$ cat src/hw/rtl/swtf_ram.sv
// Generic simple dual-port RAM, one write port, one registered read port.
module swtf_ram #(
	parameter int WIDTH = 8,
	parameter int DEPTH = 256
) (
	input  logic                     clk,
	input  logic                     we,
	input  logic [$clog2(DEPTH)-1:0] waddr,
	input  logic [WIDTH-1:0]         wdata,
	input  logic [$clog2(DEPTH)-1:0] raddr,
	output logic [WIDTH-1:0]         rdata
);

	logic [WIDTH-1:0] mem_q [DEPTH];

	always_ff @(posedge clk) begin
		if (we) begin
			mem_q[waddr] <= wdata;
		end
		rdata <= mem_q[raddr];
	end

endmodule

$ cat config.mk
export PLATFORM = sky130hd
export DESIGN_NAME = swtf_ram
export DESIGN_NICKNAME = d
export VERILOG_FILES = /design/src/hw/rtl/swtf_ram.sv
export SDC_FILE = /design/constraint.sdc
export NUM_CORES = 2
export LEC_CHECK = 0
export BUFFER_PORTS_ARGS = -buffer_cell sky130_fd_sc_hd__buf_2
export CORE_UTILIZATION = 45
export CTS_BUF_LIST = sky130_fd_sc_hd__clkbuf_8
export DETAILED_ROUTE_END_ITERATION = 8
export PLACE_DENSITY_LB_ADDON = 0.25
export SLEW_MARGIN = 0
export SYNTH_ARGS = -nofsm -noshare
export SYNTH_HDL_FRONTEND = slang
export SYNTH_SLANG_ARGS = --single-unit
$ cat constraint.sdc
create_clock -name clk -period 3.3 [get_ports clk]
set_clock_uncertainty 0.05 [all_clocks]
set_input_delay 0.66 -clock clk [delete_from_list [all_inputs] [get_ports clk]]
set_output_delay 0.66 -clock clk [all_outputs]
set_load 0.01 [all_outputs]
[After elaboration in Yosys (flattened, before gate mapping)]
Memory sizes are Yosys's and may differ from the RTL's. A register that Yosys moved wholly into a read port is not among the register bits.
Index checks and enable logic that the tools add are counted.
Word-level totals
  register bits: 0
  RAM bits: 2048
  memories kept: 1
Memories
  mem_q: depth 256, bits a word 8, read ports 1, clocked after memory_dff 1, wr ports 1, RTL line 14  | logic [WIDTH-1:0] mem_q [DEPTH];
Cells by class
  mux-type cells: 2
Operators with widths (number)
  $mux 1: 2

[Longest topological paths before layout]
  depth after elaboration: 2
  gate-level depth with buffers: 11

[Worst setup path after synthesis]
Ideal clock, no wire load.
  path type: input-to-reg
  from: in raddr[0]
  to: reg rdata[2], read port of mem_q
  library setup time: 0.131 ns
  arrival: 2.467 ns
  required time: 3.119 ns
  slack: 0.652 ns
  cell stages on the path: 9
  path buffers: 4
  cells stage by stage: buf_6 > buf_12 > buf_8 > buf_2 > mux4_2 > a22oi_1 > a21oi_1 > nor4_1 > nor4_2
RTL lines
  from (decl): RTL line 10  | input logic [$clog2(DEPTH)-1:0] raddr,
  to (decl): RTL line 11  | output logic [WIDTH-1:0] rdata

==> impl_metrics.yaml <==
synthesis:
  synth_cells: 3733
  yosys.area_share.simple: 0.0263
  synth_edf_count: 2048
  yosysTopAreaCell: "edfxtp_1"
  muxShareOfSynthArea: 0.146
  synth_area_leaders: "edfxtp_1 77%, mux4_2 13%, mux2i_1 1.7%"
  synth_commonest_cells: "2048 x edfxtp_1, 454 x mux4_2, 282 x nor2_1"
  synth_ff_type: "edfxtp_1"
  async_flop_share: 0
  synth_compound_area_frac: 0.0342
  synth_area_sq_mm: 0.0796
  ys_types: 55
  synth_xor_area_frac: 0
  synth_top_area_frac: 0.773
  ys_seq_area_frac: 0.775
  syn-mean-instance-area_sq_um: 21.3
  synth_fp_nets: 3759
  synth_most_common_cell: "edfxtp_1"
  synth_top_family_by_area: "multiplexers"
  ys_ff_latch: 2056
  yosys_warnings: 0
  synth_fa_ha_area_frac: 0
sta:
  worstMarginPinSlew_ns: 1.03
  rsz0062_at_grt: "false"
  hold-worst-slack_ns: 0.0825
  hold_viol_final: 0
  setup-violations-final: 0
  slew_viol_final: 0
  relSlewSlack: 0.308
  setup_slack_ns: 0.358
  min_period_over_period: 0.891
  min_period_ns: 2.94
  fmax_mhz: 340
worst_setup_path:
  crit_slowest_cell: "nor4_1"
  crit_buf_inv: 1
  path_cells: "mux4_2 > mux4_2 > nor2b_1 > nor4_1 > buf_4 > nor4_1"
  criticalPathCategory: "reg2reg"
  cp_max_fo: 1
  startpoint_type: "flip-flop"
  crit_path_max_incr_delay_ns: 0.78
  cp-end-kind: "flip-flop"
  crit_arrival_ns: 3.76
  crit_family: "multiplexers"
  cp.required_ns: 4.12
layout:
  n_fill_cell: 13400
  final_cells: 7047
  drive_gt1_frac: 0.323
  fin_nets: 4508
  area_growth_pct: 16.6
  postLayoutCoreUtil: 0.531
clock_network:
  clock-sinks: 2056
  cts_setup_buffers: 0
  cts_buffers: 345
  clkLatencyLatePin_ns: 1.05
  clockBufferDepth: 4
  cts.clk_slew.worst_paths_ns: 0.07
  h-tree-depth: 5
  cts_tree: "done"
  cts_hold_buffers: 4
  cts_resized: 0
  clock-root-buffer: "clkbuf_8"
floorplanning:
  num_io_pins: 34
  dieArea_sq_mm: 0.178
  die_y_um: 422
  std_cell_rows: 153
  coreArea_sq_mm: 0.175
  start_util: 0.455
  fp.dieW_um: 422
power_and_ir_drop:
  p_clk_frac: 0.390
  switchingPower_w: 0.0118
  intPower_w: 0.0404
  seqPwrFrac: 0.553
  p_leak_nw: 30.3
  power_density_mw_per_mm2: 562
  ir_drop_v: 0.000482
  combPwrFrac: 0.056
  p_total_w: 0.0522
  swShare: 0.226
global_route:
  grt_start_max_net_pins: 113
  gr-total-overflow: 0
  grt_pass1_vias: 41300
  grt_first_pass_wirelength_um: 296000
  gr-usage-all-layers: 0.230
  antenna_found_initial: 12
route:
  first_pass_iters: 8
  drtIter0Drc: 5208
  via_per_inst: 5.86
  dr_total_vias: 41300
  wire_per_inst_um: 29.1
  totalWireLength_um: 205000
  drc_errors: 0
  ant_nets: 0
place:
  dp.cells: 6456
  dpl_worst_slack_ns: -0.640
  gp_congestion: 0.883
  dpl.hpwl_um: 131000
  io_buffers: 33
outcome:
  outcome: "completed"
run:
  max_cap_viol_count: 0
min_path:
  hold_class: "in2reg"
worst paths after layout:
kind	startpoint	to	slack, ns	cells past startpoint
max	mem_q[83][4]$_DFFE_PP_	rdata[4]$_DFF_P_	0.36	6
min	wdata[4]	mem_q[69][4]$_DFFE_PP_	0.08	1
min reg2reg	mem_q[98][7]$_DFFE_PP_	rdata[7]$_DFF_P_	0.98	5
max reg2reg	mem_q[83][4]$_DFFE_PP_	rdata[4]$_DFF_P_	0.36	6
logic make-up after synthesis:
group | Yosys count
buffers and inverters | 235
multiplexers | 591
AO/OA/AOI/OAI | 385
AND/OR/NAND/NOR | 466
flip-flops | 2056
routing by layer:
| metal | vias up | global-route usage | part of all wire |
|---|---|---|---|
| met4 | 4 | 0.0712 | 0.027 |
| met1 | 21800 | 0.338 | 0.42 |
| met2 | 1984 | 0.350 | 0.47 |
| met3 | 289 | 0.0435 | 0.086 |
| met5 | - | 0 | 0.00012 |
| li1 | 17200 | - | - |
power by group through the flow:
stage | Combinational, W | Clock (W) | Sequential, W
after global placement | 0.00292 | 0 | 0.0294
after global routing | 0.00309 | 0.0219 | 0.0288
after floorplan | 0.00140 | 0 | 0.0294
after detailed placement | 0.00295 | 0 | 0.0294
after CTS | 0.00296 | 0.0208 | 0.0288
final | 0.00294 | 0.0204 | 0.0288
layout make-up:
type | count | area, sq um | area share
Sequential cell | 2056 | 61700 | 0.664
Multi-Input combinational cell | 1442 | 16500 | 0.178
Timing Repair Buffer | 635 | 5680 | 0.0612
Clock buffer | 357 | 4910 | 0.0529
Tap cell | 2325 | 2910 | 0.0313
Clock inverter | 227 | 1110 | 0.0120
Inverter | 2 | 7.51 | 0.0000809
Antenna cell | 3 | 7.51 | 0.0000809
through the flow:
stage / cell area [sq um] / TNS (ns)
floorplan: 79600 / 0
global placement: 86700 / -2.37
detailed placement: 86700 / -2.46
CTS: 92800 / 0
global route: 92800 / 0
finish: 92800 / 0
flip-flops by register name (all words and copies together), names as in the netlist:
register,flops
mem_q,2048
rdata,8
placed cells by master, fill, tap and decap left out, types with 8 or more instances in the layout:
cell type and count:
nor4_1 24, clkinv_1 75, a21oi_1 96, nor2b_1 28, o211ai_1 10, buf_4 530
buf_2 21, o22ai_1 28, mux2i_1 134, clkinvlp_4 9, nand4_1 10, o21ai_0 10
buf_12 70, clkinv_2 38, nor2_1 279, nor3_1 22, edfxtp_1 2048, o221ai_1 46
a211oi_1 16, dfxtp_1 8, nand2_1 33, a22o_1 8, nand2b_1 8, a221oi_1 13
a22oi_1 133, clkbuf_8 357, mux4_2 454, nand3_1 28, inv_1 98, buf_8 10
(Power assumes the default switching activity.)
