`src/hw/rtl/swtf_pkg.sv`:
```
// Shared constants and types for the sliding-window tag frequency block.
package swtf_pkg;

	localparam int WINDOW_DEPTH = 256;
	localparam int TAG_SPACE    = 256;

	localparam int TAG_W  = 8;
	localparam int CNT_W  = 9;
	localparam int FRAC_W = 17;
	localparam int SLOT_W = $clog2(WINDOW_DEPTH);
	localparam int CTAG_W = $clog2(TAG_SPACE);
	localparam int STEP_W = $clog2(FRAC_W);

	localparam logic OP_RECORD = 1'b0;
	localparam logic OP_QUERY  = 1'b1;

	typedef enum logic [6:0] {
		S_IDLE  = 7'b0000001,
		S_OLDRD = 7'b0000010,
		S_DEC   = 7'b0000100,
		S_TAGRD = 7'b0001000,
		S_TAG   = 7'b0010000,
		S_DIV   = 7'b0100000,
		S_DONE  = 7'b1000000
	} seq_state_t;

	typedef struct packed {
		logic go;
		logic done;
	} div_ctl_t;

endpackage

```
`src/hw/rtl/swtf_div.sv`:
```
// Radix-2 restoring divider: floor(num * 2^16 / den), one quotient bit per cycle.
module swtf_div import swtf_pkg::*; (
	input  logic              clk,
	input  logic              arst_n,
	input  logic              go,
	input  logic [CNT_W-1:0]  num,
	input  logic [CNT_W-1:0]  den,
	output logic              done,
	output logic [FRAC_W-1:0] quot
);

	logic              busy_q;
	logic              done_q;
	logic [STEP_W-1:0] step_q;
	logic [CNT_W:0]    rem_q;
	logic [CNT_W-1:0]  den_q;
	logic [FRAC_W-1:0] quot_q;
	logic              ge;
	logic [CNT_W:0]    diff;
	logic [CNT_W:0]    rem_next;

	// num <= den, so the partial remainder stays below 2*den.
	assign ge       = rem_q >= {1'b0, den_q};
	assign diff     = rem_q - {1'b0, den_q};
	assign rem_next = ge ? diff : rem_q;

	always_ff @(posedge clk or negedge arst_n) begin
		if (!arst_n) begin
			busy_q <= 1'b0;
			done_q <= 1'b0;
			step_q <= '0;
		end else begin
			done_q <= 1'b0;
			if (go) begin
				busy_q <= 1'b1;
				step_q <= STEP_W'(FRAC_W - 1);
			end else if (busy_q) begin
				step_q <= step_q - 1'b1;
				if (step_q == '0) begin
					busy_q <= 1'b0;
					done_q <= 1'b1;
				end
			end
		end
	end

	always_ff @(posedge clk) begin
		if (go) begin
			rem_q  <= {1'b0, num};
			den_q  <= den;
			quot_q <= '0;
		end else if (busy_q) begin
			rem_q  <= {rem_next[CNT_W-1:0], 1'b0};
			quot_q <= {quot_q[FRAC_W-2:0], ge};
		end
	end

	assign done = done_q;
	assign quot = quot_q;

endmodule

```
`config.mk`:
```
export PLATFORM = sky130hd
export DESIGN_NAME = swtf_div
export DESIGN_NICKNAME = d
export VERILOG_FILES = /design/src/hw/rtl/swtf_pkg.sv /design/src/hw/rtl/swtf_div.sv
export SDC_FILE = /design/constraint.sdc
export NUM_CORES = 1
export LEC_CHECK = 0
export CAP_MARGIN = 25
export CORE_UTILIZATION = 55
export DETAILED_ROUTE_END_ITERATION = 8
export DONT_BUFFER_PORTS = 1
export PLACE_DENSITY = 0.73
export SKIP_LAST_GASP = 1
export SYNTH_ARGS = -nofsm -noshare
export SYNTH_HDL_FRONTEND = slang
export SYNTH_SLANG_ARGS = --single-unit
```
`constraint.sdc`:
```
create_clock -name clk -period 2.4 [get_ports clk]
set_input_delay 0 -clock clk [delete_from_list [all_inputs] [get_ports clk]]
set_output_delay 0 -clock clk [all_outputs]
set_load 0.02 [all_outputs]
```
==> Word-level counts from Yosys, hierarchy flattened <==
Cells that the tools add are included.
{ "word_totals": {"ff_bits": 43, "latch_bits": 0, "ramBits": 0, "romBits": 0, "inputBits": 21, "output_inout_bits": 18, "word_cells": 23, "n_memories": 0} }
{ "op_classes": {"add_sub_neg": 2, "n_mul": 0, "div_mod_pow": 0, "magnitude_cmp": 1, "n_eq_ne": 0, "shift": 0, "n_mux": 11, "n_bitwise": 0, "reduce_logical": 2} }
{ "ops": {"columns": ["cell", "count"], "rows": [
  ["two-way mux 9 bit", 3],
  [">= comparator 10 x 9 -> 1 bit", 1],
  ["two-way mux 5 bit", 2],
  ["subtractor 9 bit", 1],
  ["two-way mux 1 bit", 6],
  ["logical NOT 5 bit", 1],
  ["subtractor 5 x 1 -> 5 bit, second input constant", 1],
  ["nonzero test 2 bit", 1]
]} }

==> Depth between registers and ports, before layout <==
Gate-level depths: netlist of the first run.
{ "depth": {"word_depth": 4, "ltp_mapped": 11, "depth_no_buf": 9} }

==> Least setup slack after synthesis of the first run <==
OpenSTA, ideal clock, no wires.
{ "synth_path": {"path_type": "register to register", "start": "register rem_q[0]", "end": "register rem_q[1], data pin", "setup_ns": 0.260, "t_arrival_ns": 2.146, "required_time_ns": 2.140, "setup_slack_ns": -0.006, "path_stages_with_launch": 11, "n_path_buf": 1, "period_less_slack_ns": 2.406, "cell_sequence": "edfxtp_1 -> inv_1 -> ha_1 -> inv_1 -> fa_1 -> a21o_1 -> a221oi_2 -> o311a_1 -> buf_6 -> mux2i_1 -> mux2_2"} }
{ "synth_between": {"elab_chain_cells": 4, "word_cells_on_any_way": 5, "cone_classes": "add/sub: 1; order compare: 1; mux: 3"} }
{ "synth_rtl": {"columns": ["element", "line", "rtl"], "rows": [
  ["from (decl)", "swtf_div.sv:15", "logic [CNT_W:0] rem_q;"],
  ["from (signal assigned)", "swtf_div.sv:49", "rem_q <= {1'b0, num};"],
  ["from (signal assigned)", "swtf_div.sv:53", "rem_q <= {rem_next[CNT_W-1:0], 1'b0};"],
  ["subtractor 9 bit / >= comparator 10 x 9 -> 1 bit (equally long branches)", "swtf_div.sv:24, swtf_div.sv:23", null],
  ["two-way mux 9 bit *", "swtf_div.sv:25", "assign rem_next = ge ? diff : rem_q;"],
  ["two-way mux 9 bit *", "swtf_div.sv:52", "end else if (busy_q) begin"],
  ["two-way mux 9 bit *", "swtf_div.sv:48", "if (go) begin"]
]} }
Every way passes the cells marked *; elsewhere a longest branch is shown, timed or not. The select of a mux whose other input is x is not followed.
A chain may end at the register's enable or synchronous reset.

==> Worst setup path after layout of the first run <==
{ "layout_path": {"start": "register rem_q[0]", "end": "register rem_q[7], data pin"} }
Same word-level chain as after synthesis.

==> results of run 1 <==
==> power by group <==
part	leakage, nW	switching (mW)	internal (mW)
logic	0.851	0.671	0.732
registers	0.416	0.160	0.934
clock network	0.0452	0.255	0.205
==> metrics by stage <==
step / hold WS (ns) / TNS (ns) / instances / area, um^2
after floorplan: -0.2956 / 0 / 194 / 2160
after global placement: -0.2954 / -0.01633 / 240 / 2217
after detailed placement: -0.2954 / -0.1988 / 240 / 2217
after CTS: -0.2407 / -0.04245 / 298 / 2800
after global routing: -0.2333 / -0.4305 / 299 / 2841
final: -0.2351 / -0.05281 / 299 / 2841
==> cells by family (layout without fill, tap and decap cells) <==
group           after synthesis  count (layout)  share of synthesized area
flops                        43              43                     0.4983
fa+ha+maj                    12              12                    0.07300
buf+inv                      23              80                    0.05157
simple gates                 56              56                     0.1344
compound gates               30              30                     0.1083
mux                          21              21                    0.09791
xor+xnor                      9               9                    0.03650
==> worst max-delay path: stages, from the launching register on <==
cell and delay (ns):
edfxtp_1 0.39, inv_2 0.09, ha_4 0.14, inv_2 0.04, fa_2 0.35, a21o_1 0.23
a221oi_4 0.29, buf_4 0.18, xor2_1 0.14, nor3_1 0.07, a221o_1 0.25
==> cell usage after synthesis (2+ instances only) <==
cell type,n
a21o_1,4
o21ai_0,5
nand3b_1,4
nand2b_1,3
nor3_1,3
dfxtp_1,18
xor2_1,4
nand2_1,6
dfrtp_1,7
mux2i_1,20
edfxtp_1,18
buf_1,2
xnor2_1,5
ha_1,11
nor2b_1,5
nor2_1,23
a21oi_1,3
a211oi_1,3
clkbuf_1,5
nor3b_1,3
inv_1,13
==> worst paths after layout <==
kind / start / to / slack [ns] / cells past startpoint
max reg2reg: rem_q[0] / rem_q[7] / -0.03 / 10
min in group asynchronous: arst_n / step_q[1] / 0.01 / 1
min: go / rem_q[9] / -0.24 / 1
max: rem_q[0] / rem_q[7] / -0.03 / 10
max in group asynchronous: arst_n / busy_q / 2.15 / 1
min reg2reg: rem_q[9] / rem_q[9] / 0.56 / 2
==> sequential cells by signal, indices dropped and copies added (netlist names) <==
signal,cells
busy_q,1
done,1
den_q,9
step_q,5
quot,17
rem_q,10
==> metal layers <==
layer / GRT usage / share of wire
met1: 0.3091 / 0.43
met2: 0.4211 / 0.50
met3: 0.05282 / 0.042
met4: 0.1111 / 0.027
met5: 0 / 0
==> cell type report <==
cell class | instances | share of cell area
inverters | 13 | 0.01717
multi-input cells | 128 | 0.3580
clock buffers | 6 | 0.02554
clock inverters | 2 | 0.004844
flip-flops and latches | 43 | 0.3787
well taps | 48 | 0.02114
repair buffers | 59 | 0.1946
==> what timing repair did <==
item / CTS / global route
endpoints found under the setup margin: 7 / 9
pin swaps: 2 / 6
endpoints found under the hold margin: 59 / 19
resized for setup: 7 / 6
buffers inserted: 9 / 2
==> impl_metrics.tcl, run 1 <==
set metrics [dict create \
    routabilityCongestion 0.8531 \
    synth_area_leaders "edfxtp_1 (25%), dfxtp_1 (17%), mux2i_1 (9.3%)" \
    grt_max_degree 56 \
    ant_nets 0 \
    synth_seq_area_share 0.4983 \
    worst-setup-path-type "reg2reg" \
    grt_pass1_wl_um 7845 \
    port_buffers 0 \
    synthFlopType "edfxtp_1" \
    worstPathRequired_ns 2.46 \
    fillers 250 \
    dieArea_um2 4181 \
    worst_slew_pin_slew_ns 0.5700 \
    ys_types 50 \
    drt_iter0_markers 119 \
    synth_edf_count 18 \
    num_rows 22 \
    drcViolationCount 0 \
    worstPathMaxFanout 2 \
    synth.largest_area_cell "edfxtp_1" \
    wl_um 4985 \
    chipHeight_um 64.66 \
    cts-htree-levels 2 \
    yosysTopAreaCellShare 0.2503 \
    power_mw 2.956 \
    failed_checks "hold timing, setup timing" \
    antenna_found_initial 0 \
    regArea_um2 1076 \
    start_util 0.5811 \
    fmax_ghz 0.4117 \
    critical_path.startpoint_type "flop" \
    vias_per_cell 5.666 \
    grt_overflow 0 \
    setup_viol 3 \
    rsz0062_at_grt "true" \
    clkTransAtPathRegs_ns 0.08 \
    min_period_ns 2.429 \
    grtUsageTotal 0.2508 \
    place_ws_ns -0.1061 \
    maxSlewViolCount 0 \
    status "complete, but fails checks" \
    leakagePower_nw 1.312 \
    whs_ns -0.2351 \
    min_path_type "in2reg" \
    grt_pass1_vias 1711 \
    diodes 0 \
    ios 39 \
    drt_pass1_iterations 4 \
    syn_inst 194 \
    postCtsHoldBufs 41 \
    die_w_um 64.66 \
    maxSlewHeadroom 0.6200 \
    arrival_ns 2.49 \
    clock_skew_ns 0.005342 \
    maxCapViolations 0 \
    period_share 1.012 \
    synthToLayoutAreaGrowth_pct 31.58 \
    clockRootBuffer "clkbuf_8" \
    hold_viol_final 19 \
    yosysWarnings 0 \
    end_kind "flop" \
    syn_nets 227 \
    avgSynthCellArea_um2 11.13 \
    numClockSinks 43 \
    netlist_area_um2 2160 \
    numCtsBuffers 5 \
    p_per_area_nw_per_um2 1040 \
    synth_seq_cells 43 \
    multi_input_area_um2 1017 \
    worst_slack_ns -0.02879 \
    final_cell_mix "dlygate4sd3_1 (41), nor2_1 (23), mux2i_1 (20)" \
    clock_latency_ns 0.30 \
    wire_per_inst_um 16.67 \
    place.detailed.hpwl_um 2745 \
    nets 283 \
    fp.coreArea_um2 3716 \
    clockBufferDepth 2 \
    synthArstFlopShare 0.1628 \
    vias 1694 \
    fin_util 0.7646 \
    drive_above_1_share 0.1514 \
    final_common_cell "dlygate4sd3_1" \
    ir_drop_uv 592.4 \
    cts_tree "yes" \
]
Power figures use the tool's default switching activity.
==> run 2, diff against run 1 <==
- PLACE_DENSITY: 0.73 -> 0.7
- clock period: 2.4 -> 3 ns (I/O delays scaled with it)
==> run 2 against run 1 <==
Compared with the run above:
- combinational power down 38%
- sequential share of layout area rose by 5.0 points
- clock skew hardly changed
- critical endpoint is now rem_q[1]
- the flow now finishes without violations
- critical path type unchanged
- sequential power is 21% lower
- routed wire length shrank 19%
- die area unchanged
==> impl_metrics.tcl, run 2 (synthesis results as in run 1) <==
set metrics [dict create \
    status "completed" \
    clock_latency_ns 0.29 \
    largest_reg_flops 17 \
    fp.coreArea_um2 3716 \
    maxSlewHeadroom 0.7168 \
    leakagePower_nw 1.124 \
    multi_input_area_um2 972.2 \
    place.detailed.hpwl_um 2646 \
    tns_ns 0 \
    start_util 0.5811 \
    rr_worst_depth 9 \
    clkTransAtPathRegs_ns 0.08 \
    drt_pass1_iterations 4 \
    vias 1469 \
    vias_per_cell 5.607 \
    critical_path.startpoint_type "flop" \
    die_w_um 64.66 \
    worst_slack_ns 0.2102 \
    grt_overflow 0 \
    final_cell_mix "nor2_1 (23), mux2i_1 (20), dlygate4sd3_1 (19)" \
    p_per_area_nw_per_um2 885.5 \
    place_ws_ns 0.3066 \
    hold_viol_final 0 \
    ios 39 \
    reg2reg_from "rem_q[0]" \
    worstPathMaxFanout 9 \
    min_path_type "in2reg" \
    grtUsageTotal 0.2124 \
    rrSetupSlack_ns 0.21 \
    endpoint "rem_q[1]" \
    nets 246 \
    wl_um 4049 \
    worst-setup-path-type "reg2reg" \
    worstPathRequired_ns 3.04 \
    cts_tree "yes" \
    ir_drop_uv 501.1 \
    port_buffers 0 \
    numClockSinks 43 \
    cts-resized-gates 0 \
    period_share 0.9299 \
    routabilityCongestion 0.8246 \
    arrival_ns 2.83 \
    wire_per_inst_um 15.45 \
    dieArea_um2 4181 \
    r2r_end "rem_q[1]" \
    startpoint "rem_q[0]" \
    grt_pass1_vias 1475 \
    diodes 0 \
    end_kind "flop" \
    num_rows 22 \
    min_period_ns 2.790 \
    clock_skew_ns 0.005665 \
    antenna_found_initial 0 \
    fillers 308 \
    maxCapViolations 0 \
    clockRootBuffer "clkbuf_8" \
    drt_iter0_markers 66 \
    maxSlewViolCount 0 \
    grt_pass1_wl_um 6720 \
    clockBufferDepth 2 \
    rsz0062_at_grt "false" \
    worst_slew_pin_slew_ns 0.4194 \
    synthToLayoutAreaGrowth_pct 16.22 \
    drive_above_1_share 0.07944 \
    cts-htree-levels 2 \
    regArea_um2 1076 \
    ant_nets 0 \
    final_common_cell "nor2_1" \
    setup_viol 0 \
    fmax_ghz 0.3585 \
    grt_max_degree 48 \
    drcViolationCount 0 \
    numCtsBuffers 5 \
    chipHeight_um 64.66 \
    hold_depth 2 \
]
-- run 2: changes by cell type in the layout (fill, tap and decap cells not counted), sizes merged --
cell / change
dlygate4sd3: -22
buf: -15
clkinv: -2
bufinv: +1
clkbuf: +1
-- run 2: worst min path at each step --
stage,startpoint,endpoint,slack (ns)
after detailed placement,arst_n,step_q[2],-0.30
after CTS,go,rem_q[9],0.01
after global routing,go,quot[9],0.02
after floorplan,arst_n,busy_q,-0.30
after global placement,arst_n,busy_q,-0.30
final,go,quot[9],0.02
-- run 2: layer usage --
metal | vias to the layer above | track usage | routed length [um]
li1 | 726 | - | -
met2 | 38 | 0.3605 | 2125
met5 | - | 0 | 0
met1 | 705 | 0.2603 | 1731
met3 | 0 | 0.05810 | 192
met4 | 0 | 0.06944 | 0
-- run 2: where the power goes --
part,switching [mW],internal [mW]
clock network,0.190,0.299
registers,0.113,0.747
logic,0.460,0.414
-- run 2: repair_timing --
item | in CTS | in global routing
endpoints found under the hold margin | 59 | 0
buffers inserted | 0 | 0
hold buffers | 20 | 0
-- run 2: critical path, stage by stage (launching register included) --
cell	delay, ns
edfxtp_1	0.38
inv_1	0.09
ha_1	0.17
inv_1	0.05
fa_1	0.40
a21o_1	0.20
a221oi_2	0.35
o311a_1	0.47
mux2i_1	0.15
mux2_2	0.29
-- run 2: layout make-up --
class,count,area share
clock buffers,7,0.03888
clock inverters,1,0.01196
inverters,13,0.01944
multi-input cells,128,0.3873
flip-flops and latches,43,0.4287
well taps,48,0.02393
repair buffers,22,0.08973
-- run 2: per-stage QoR --
| stage | hold WS, ns | total power, mW | std cells | utilization | instance area [um^2] |
|---|---|---|---|---|---|
| 2_1_floorplan | -0.2956 | 1.590 | 194 | - | 2160 |
| 3_3_place_gp | -0.2954 | 1.670 | 234 | 0.5845 | 2172 |
| 3_5_place_dp | -0.2955 | 1.693 | 234 | 0.5845 | 2172 |
| 4_1_cts | 0.01118 | 2.227 | 262 | 0.6754 | 2510 |
| 5_1_grt | 0.01713 | 2.374 | 262 | 0.6754 | 2510 |
| 6_report | 0.02179 | 2.222 | 262 | 0.6754 | 2510 |
==> run 3, diff against run 2 <==
- CORE_ASPECT_RATIO: default -> 0.9
- CTS_BUF_LIST: default -> sky130_fd_sc_hd__clkbuf_4
==> run 3 against run 2 <==
Compared with the run above:
- via count decreased by 0.95%
- highest routed layer is now met4
- combinational power decreased by 2%
- die area about the same
- critical path type unchanged
==> impl_metrics.tcl, run 3 (synthesis results as in run 1) <==
set metrics [dict create \
    crit_path_top_delay_cell "fa_1" \
    grt_pass1_wl_um 5899 \
    dieArea_um2 4181 \
    final_common_cell "nor2_1" \
    leakagePower_nw 1.121 \
    worst_slew_pin_slew_ns 0.3611 \
    p_per_area_nw_per_um2 829.4 \
    worstPathMaxFanout 11 \
    min_path_type "in2reg" \
    fp.coreArea_um2 3731 \
    power_mw 2.064 \
    path_delay_family "compound AO/OA/AOI/OAI gates" \
    port_buffers 0 \
    place.detailed.hpwl_um 2504 \
    path_cells "inv_1 -> ha_1 -> inv_1 -> fa_1 -> a21o_1 -> a221oi_2 -> o311a_1 -> buf_4 -> a31o_2 -> a21oi_1" \
    ant_nets 0 \
    worst-setup-path-type "reg2reg" \
    clockBufferDepth 2 \
    cts-htree-levels 2 \
    slowest_delay_ns 0.40 \
    arrival_ns 2.78 \
    maxCapViolations 0 \
    clockRootBuffer "clkbuf_4" \
    ir_drop_uv 440.8 \
    grt_pass1_vias 1315 \
    chipHeight_um 61.45 \
    min_period_ns 2.665 \
    clock_latency_ns 0.34 \
    routabilityCongestion 0.8674 \
    rsz0062_at_grt "false" \
    start_util 0.5788 \
    clkTransAtPathRegs_ns 0.12 \
    synthToLayoutAreaGrowth_pct 15.24 \
    worstPathRequired_ns 3.11 \
    critical_path.startpoint_type "flop" \
    cp_common_cell "inv_1" \
    cts-resized-gates 0 \
    hold_viol_final 0 \
    grtUsageTotal 0.1965 \
    maxSlewViolCount 0 \
    antenna_found_initial 0 \
    largest_reg_flops 17 \
    ios 39 \
    fmax_ghz 0.3752 \
    setup_viol 0 \
    drcViolationCount 0 \
    num_rows 21 \
    drt_iter0_markers 47 \
    tns_ns 0 \
    status "completed" \
    period_share 0.8883 \
    cts_tree "yes" \
    clock_skew_ns 0.009486 \
    drive_above_1_share 0.08295 \
    grt_max_degree 54 \
    critPathBufInv 3 \
    numCtsBuffers 5 \
    wl_um 3756 \
    vias 1455 \
    maxSlewHeadroom 0.7559 \
    drt_pass1_iterations 4 \
    nets 249 \
    numClockSinks 43 \
    die_w_um 68.05 \
    vias_per_cell 5.511 \
    wire_per_inst_um 14.23 \
    grt_overflow 0 \
    end_kind "flop" \
    final_cell_mix "nor2_1 (23), dlygate4sd3_1 (22), mux2i_1 (20)" \
]
-- run 3: cell count changes in the layout (fill, tap and decap cells not counted), sizes merged --
cell and change:
clkbuf -2, clkinv +1, diode +1, dlygate4sd3 +3, inv +1
-- run 3: per-layer routing --
metal,track usage,share of wire
met1,0.2561,0.47
met2,0.3151,0.46
met3,0.05741,0.049
met4,0.06250,0.013
met5,0,0
-- run 3: timing repair --
item | in CTS | in global routing
hold endpoints to repair | 59 | 0
buffers inserted | 0 | 0
hold buffers | 23 | 0
-- run 3: area by class of cell --
type | instances | area [um^2]
fillers | 290 | 1242
flip-flops and latches | 43 | 1076
multi-input cells | 128 | 972.2
repair buffers | 25 | 255.2
well taps | 46 | 57.56
inverters | 13 | 48.80
clock inverters | 3 | 38.79
clock buffers | 5 | 37.54
diodes | 1 | 2.502
-- run 3: power by group --
group	internal (mW)	switching, mW	total (mW)
clock network	0.172	0.179	0.351
logic	0.415	0.442	0.857
registers	0.746	0.110	0.856
-- run 3: final timing paths --
| check | startpoint | to | slack [ns] | depth (start not counted) |
|---|---|---|---|---|
| max in group asynchronous | arst_n | step_q[2] | 2.26 | 2 |
| max | rem_q[0] | rem_q[8] | 0.34 | 10 |
| min reg2reg | step_q[4] | step_q[4] | 0.54 | 2 |
| min in group asynchronous | arst_n | done | 0.50 | 2 |
| max reg2reg | rem_q[0] | rem_q[8] | 0.34 | 10 |
| min | go | rem_q[7] | 0.04 | 2 |
-- run 3: through the flow --
step | util | setup slack, ns | hold WS (ns) | instance area (um^2) | cells
2_1_floorplan | - | 0.5937 | -0.2956 | 2160 | 194
3_3_place_gp | 0.5815 | 0.4128 | -0.2954 | 2170 | 232
3_5_place_dp | 0.5815 | 0.3467 | -0.2954 | 2170 | 232
4_1_cts | 0.6663 | 0.3263 | 0.02327 | 2486 | 263
5_1_grt | 0.6663 | 0.1685 | 0.05504 | 2486 | 263
6_report | 0.6670 | 0.3351 | 0.04296 | 2489 | 264
